### src/sv/tilt_compensated_heading_macros.svh
// Assertion macros shared by the heading pipeline.
`ifndef TILT_COMPENSATED_HEADING_MACROS_SVH
`define TILT_COMPENSATED_HEADING_MACROS_SVH

// Condition implied in the same cycle.
`define HDG_IMPLIES(label, ante, cons, msg) \
  label: assert property (@(posedge clk) disable iff (rst) (ante) |-> (cons)) else $error(msg);

// Condition implied in the following cycle.
`define HDG_NEXT(label, ante, cons, msg) \
  label: assert property (@(posedge clk) disable iff (rst) (ante) |=> (cons)) else $error(msg);

`endif

### src/sv/hdg_pkg.sv
// Types, constants and angle helpers for the tilt-compensated heading pipeline.
`timescale 1ns / 1ps
package hdg_pkg;

  // Datapath widths.
  localparam int VEC_W     = 64;
  localparam int ROT_W     = 34;
  localparam int ANG_W     = 18;
  localparam int MAG_W     = 16;
  localparam int DEG_W     = 9;
  localparam int ATAN_COUNT = 24;

  typedef logic signed [VEC_W-1:0] vec_word_t;
  typedef logic signed [ROT_W-1:0] rot_word_t;
  typedef logic signed [ANG_W-1:0] angle_t;

  // Angles in turn units, 65536 per full turn.
  localparam angle_t HALF_TURN    = 18'sd32768;
  localparam angle_t QUARTER_TURN = 18'sd16384;
  localparam rot_word_t INV_GAIN  = 34'sd652032874;

  // Micro-rotation angles, atan(2^-i) in turn units.
  localparam angle_t ATAN_TAB [ATAN_COUNT] = '{
    18'sd8192, 18'sd4836, 18'sd2555, 18'sd1297, 18'sd651, 18'sd326, 18'sd163, 18'sd81,
    18'sd41, 18'sd20, 18'sd10, 18'sd5, 18'sd3, 18'sd1, 18'sd1, 18'sd0,
    18'sd0, 18'sd0, 18'sd0, 18'sd0, 18'sd0, 18'sd0, 18'sd0, 18'sd0
  };

  // State carried by one vectoring cell.
  typedef struct packed {
    vec_word_t x;
    vec_word_t y;
    angle_t    z;
  } vec_state_t;

  // State carried by one rotation cell.
  typedef struct packed {
    rot_word_t x;
    rot_word_t y;
    angle_t    z;
  } rot_state_t;

  // Signed angle to whole degrees, truncated toward zero.
  function automatic logic signed [DEG_W-1:0] deg_signed(input angle_t a);
    logic signed [26:0] p;
    p = 27'(a) * 27'sd360;
    if (p < 0) begin
      p = p + 27'sd65535;
    end
    return DEG_W'(p >>> 16);
  endfunction

  // Heading angle wrapped into one turn, then to whole degrees.
  function automatic logic [DEG_W-1:0] deg_heading(input angle_t a);
    logic signed [18:0] h;
    logic [26:0] p;
    logic [DEG_W-1:0] d;
    h = (a < 0) ? (19'(a) + 19'sd65536) : 19'(a);
    p = 27'($unsigned(h)) * 27'd360;
    d = p[24:16];
    if (d >= 9'd360) begin
      d = '0;
    end
    return d;
  endfunction

endpackage

### src/sv/hdg_rot_cell.sv
// One rotation CORDIC cell: a single micro-rotation that drives z toward zero.
`timescale 1ns / 1ps
module hdg_rot_cell import hdg_pkg::*; #(
  parameter int STEP = 0,
  parameter int SW   = 1
) (
  input  logic          clk,
  input  logic          rst,
  input  logic          en,
  input  logic          in_vld,
  input  rot_state_t    in_st,
  input  logic [SW-1:0] in_side,
  output logic          out_vld,
  output rot_state_t    out_st,
  output logic [SW-1:0] out_side
);

  rot_state_t st_next;

  // Rotate by the step angle in the direction of the remaining angle.
  always_comb begin
    if (!in_st.z[ANG_W-1]) begin
      st_next.x = in_st.x - (in_st.y >>> STEP);
      st_next.y = in_st.y + (in_st.x >>> STEP);
      st_next.z = in_st.z - ATAN_TAB[STEP];
    end else begin
      st_next.x = in_st.x + (in_st.y >>> STEP);
      st_next.y = in_st.y - (in_st.x >>> STEP);
      st_next.z = in_st.z + ATAN_TAB[STEP];
    end
  end

  // Valid flag is cleared by reset.
  always_ff @(posedge clk) begin
    if (rst) begin
      out_vld <= 1'b0;
    end else if (en) begin
      out_vld <= in_vld;
    end
  end

  // Payload moves on every advance.
  always_ff @(posedge clk) begin
    if (en) begin
      out_st   <= st_next;
      out_side <= in_side;
    end
  end

endmodule

### src/sv/hdg_sincos.sv
// Pipelined sine and cosine: quarter-turn fold and a chain of rotation cells.
`timescale 1ns / 1ps
module hdg_sincos import hdg_pkg::*; #(
  parameter int STEPS = 16,
  parameter int SW    = 1
) (
  input  logic          clk,
  input  logic          rst,
  input  logic          en,
  input  logic          in_vld,
  input  angle_t        in_z,
  input  logic [SW-1:0] in_side,
  output logic          out_vld,
  output rot_word_t     out_cos,
  output rot_word_t     out_sin,
  output logic [SW-1:0] out_side
);

  rot_state_t    fold;
  logic          pre_vld;
  rot_state_t    pre_st;
  logic [SW-1:0] pre_side;

  logic          chain_vld  [STEPS+1];
  rot_state_t    chain_st   [STEPS+1];
  logic [SW-1:0] chain_side [STEPS+1];

  // Start on the positive or negative y axis when the angle lies beyond a quarter turn.
  always_comb begin
    fold.x = INV_GAIN;
    fold.y = '0;
    fold.z = in_z;
    if (in_z > QUARTER_TURN) begin
      fold.x = '0;
      fold.y = INV_GAIN;
      fold.z = in_z - QUARTER_TURN;
    end else if (in_z < -QUARTER_TURN) begin
      fold.x = '0;
      fold.y = -INV_GAIN;
      fold.z = in_z + QUARTER_TURN;
    end
  end

  always_ff @(posedge clk) begin
    if (rst) begin
      pre_vld <= 1'b0;
    end else if (en) begin
      pre_vld <= in_vld;
    end
  end

  always_ff @(posedge clk) begin
    if (en) begin
      pre_st   <= fold;
      pre_side <= in_side;
    end
  end

  assign chain_vld[0]  = pre_vld;
  assign chain_st[0]   = pre_st;
  assign chain_side[0] = pre_side;

  // Row of micro-rotation cells.
  for (genvar i = 0; i < STEPS; i++) begin : g_cell
    hdg_rot_cell #(.STEP(i), .SW(SW)) u_cell (
      .clk      (clk),
      .rst      (rst),
      .en       (en),
      .in_vld   (chain_vld[i]),
      .in_st    (chain_st[i]),
      .in_side  (chain_side[i]),
      .out_vld  (chain_vld[i+1]),
      .out_st   (chain_st[i+1]),
      .out_side (chain_side[i+1])
    );
  end

  assign out_vld  = chain_vld[STEPS];
  assign out_cos  = chain_st[STEPS].x;
  assign out_sin  = chain_st[STEPS].y;
  assign out_side = chain_side[STEPS];

endmodule

### config.mk
export PLATFORM = sky130hd
export DESIGN_NAME = hdg_sincos
export DESIGN_NICKNAME = d
export VERILOG_FILES = /design/src/sv/tilt_compensated_heading_macros.svh /design/src/sv/hdg_pkg.sv /design/src/sv/hdg_rot_cell.sv /design/src/sv/hdg_sincos.sv
export SDC_FILE = /design/constraint.sdc
export NUM_CORES = 2
export LEC_CHECK = 0
export BUFFER_PORTS_ARGS = -buffer_cell sky130_fd_sc_hd__buf_4
export CAP_MARGIN = 10
export CORE_ASPECT_RATIO = 1.25
export CORE_MARGIN = 5
export CORE_UTILIZATION = 65
export CTS_CLUSTER_DIAMETER = 120
export CTS_CLUSTER_SIZE = 8
export DETAILED_ROUTE_END_ITERATION = 10
export PLACE_DENSITY_LB_ADDON = 0.25
export SLEW_MARGIN = 40
export SYNTH_ARGS = -nofsm -noshare
export SYNTH_HDL_FRONTEND = slang
export SYNTH_SLANG_ARGS = --single-unit
### constraint.sdc
create_clock -name clk -period 9.3 [get_ports clk]
set_input_delay 0.93 -clock clk [delete_from_list [all_inputs] [get_ports clk]]
set_output_delay 0.93 -clock clk [all_outputs]
set_load 0.01 [all_outputs]
==> results.py <==
metrics = {
    "run_status": {
        "outcome": "completed",
    },
    "synthesis": {
        "ys_ff_latch": 1393,
        "syn_avg_cell_area_sq_um": 9.44,
        "synth-edff-count": 1376,
        "syn_inst": 12600,
        "synthesis.area_sq_mm": 0.119,
        "synth_common_cells": "a21oi_1 (1,414), edfxtp_1 (1,376), ha_1 (1,256), nor2_1 (1,154), xnor2_1 (1,151)",
        "yosys.area.top_type": "edfxtp_1",
        "yosys_warnings": 0,
        "syn-num-nets": 13900,
        "async_reset_ff_frac": 0,
        "seq_area_frac_synth": 0.350,
        "yosysMostFrequentCell": "a21oi_1",
        "synthFlopType": "edfxtp_1",
        "synth_top_area_frac": 0.347,
        "yosys-top-cells-area": "edfxtp_1 (35%), ha_1 (13%), xnor2_1 (8.5%), a21oi_1 (6.0%), xor2_1 (4.6%)",
        "ys_types": 116,
    },
    "cts": {
        "cts.path.max_buffers": 3,
        "post_cts_buffers": 0,
        "ctsRootBufferMaster": "clkbuf_16",
        "cts.htree.levels": 4,
        "cts_tree": "built",
        "cts_hold_buf": 0,
        "clkTransAtPathRegs_ps": 50,
        "cts_resized": 0,
        "cts_buffers": 192,
        "clock-sinks": 1393,
        "clk_latency_ps": 870,
    },
    "floorplan": {
        "start_util": 0.654,
        "pin_count": 93,
        "die_w_um": 393,
        "rows": 175,
        "coreArea_sq_mm": 0.182,
        "chipHeight_um": 488,
        "die_area_sq_mm": 0.192,
    },
    "detailed_routing": {
        "antenna_left": 0,
        "vias": 97000,
        "vias_per_cell": 6.46,
        "drt_iter0_drc": 7040,
        "firstDrtPassIters": 8,
        "drc": 0,
        "wire_per_inst_um": 21.7,
        "wl_um": 326000,
    },
    "sta": {
        "rsz0062_at_grt": "no",
        "finalCritPeriodShare": 0.559,
        "fmax_mhz": 192,
        "drv_slew": 0,
        "slew_headroom": 0.381,
        "holdWs_ps": 250,
        "period_minus_slack_ps": 5200,
        "fin_setup_tns_ps": 0,
        "fin_worst_skew_ps": 62.1,
        "tightest_slew_ps": 928,
        "hold_viol": 0,
        "finalSetupViolCount": 0,
    },
    "setup_path": {
        "worstPathRequired_ps": 9900,
        "path_max_fanout": 6,
        "end_kind": "flop",
        "worstSetupStartpoint": "g_cell[3].u_cell.out_st[22]",
        "critical_path_class": "reg -> reg",
        "reg2reg_from": "g_cell[3].u_cell.out_st[22]",
        "cp_data_arrival_time_ps": 5800,
        "crit_path_start_kind": "flop",
    },
    "min_path": {
        "hold_class": "in -> reg",
        "min_from": "in_side",
    },
    "final_layout": {
        "drive_above_1_share": 0.0443,
        "area_delta_synth_final_pct": 6.70,
        "nFillCells": 14000,
        "nets": 13900,
    },
    "grt": {
        "track_usage": 0.332,
        "grt-ovfl-total": 0,
        "grt_pass1_vias": 95800,
        "antenna_found_initial": 3,
        "grt_max_degree": 155,
        "grt_pass1_wl_um": 511000,
    },
    "flow_run": {
        "drv_cap": 0,
    },
    "placed_design": {
        "place.gp.congestion": 0.973,
        "hpwl_um": 256000,
        "numPortBuffers": 92,
    },
}
[kinds of logic (layout without fill, tap and decap cells)]
family | Yosys count | count (layout) | synth area share
AO/OA/AOI/OAI | 3706 | 3706 | 0.197
XOR/XNOR | 1775 | 1775 | 0.131
other | 0 | 1 | 0
AND/OR/NAND/NOR | 3388 | 3388 | 0.140
adder cells (fa/ha/maj) | 1299 | 1299 | 0.139
buffers and inverters | 908 | 937 | 0.0309
multiplexers | 132 | 132 | 0.0120
flip-flops | 1393 | 1393 | 0.350
[state kept, by name, summed over array words and instances, names as in the netlist]
signal                  flops
chain_st                   22
g_cell.u_cell.out_side     16
g_cell.u_cell.out_st     1337
g_cell.u_cell.out_vld      16
pre_side                    1
pre_vld                     1
[metal layers]
layer | part of all wire | GRT usage | vias to the layer above
met2 | 0.50 | 0.604 | 3388
met5 | 0.000046 | 0 | -
li1 | - | - | 46300
met3 | 0.050 | 0.0419 | 1100
met4 | 0.071 | 0.200 | 2
met1 | 0.38 | 0.370 | 46200
[final cells by class]
class,count,area [sq um],area share
well taps,2389,2990,0.0236
clock inverters,15,319,0.00251
inverters,573,2150,0.0169
flip-flops and latches,1393,41700,0.328
multi-input cells,10300,73700,0.581
diodes,1,2.50,0.0000197
clock buffers,213,4900,0.0387
repair buffers,136,1200,0.00946
[metrics by stage]
step,cell area [sq um],utilization,std cells,worst slack (ps)
floorplan,119000,-,12600,4790
global placement,121000,0.668,14800,4250
detailed placement,122000,0.668,14800,4200
CTS,127000,0.697,15000,4160
global route,127000,0.697,15000,3720
finish,127000,0.697,15000,4100
[worst paths after layout]
path                                       to  slack [ps]  cells past startpoint
setup reg to reg  g_cell[4].u_cell.out_st[83]        4100                     17
setup / recovery  g_cell[4].u_cell.out_st[83]        4100                     17
hold reg to reg    g_cell[9].u_cell.out_st[1]         410                      0
hold / removal                       pre_side         250                      1
[cell usage in the layout (no fill, tap or decap), types with 73 or more instances in the layout]
master	netlist	layout
o21ai_0	476	476
and2_1	73	73
nand3_1	225	225
nor3_1	357	357
a21o_1	595	595
a211oi_1	103	100
or3_1	75	75
nor4_1	82	77
inv_1	569	562
a21oi_1	1414	1414
o21a_1	161	161
ha_1	1256	1255
buf_4	68	120
nand2_1	604	604
nor2b_1	188	188
xnor2_1	1151	1151
o21ai_1	90	90
nand4_1	107	107
mux2i_1	74	74
xor2_1	622	622
a31oi_1	152	152
edfxtp_1	1376	1376
o21bai_1	161	161
nor2_1	1154	1154
clkbuf_16	0	193
nand2b_1	165	165
and3_1	120	120
[worst max-delay path, cell delays in order (launching register included)]
cell,delay (ps)
edfxtp_1,480
inv_1,110
ha_1,200
nand2_1,80
nor3_1,210
nand2b_1,150
nor3_1,550
and2_1,310
nor4b_1,590
a21oi_1,170
xor2_1,180
ha_1,350
a21o_1,230
nand2b_1,160
a2111oi_0,700
o41ai_1,180
a21oi_1,220
xnor2_1,80
Power is left out: the tool's default activity adds up to more than one toggle a clock period on the data nets, which glitch-free logic cannot reach.
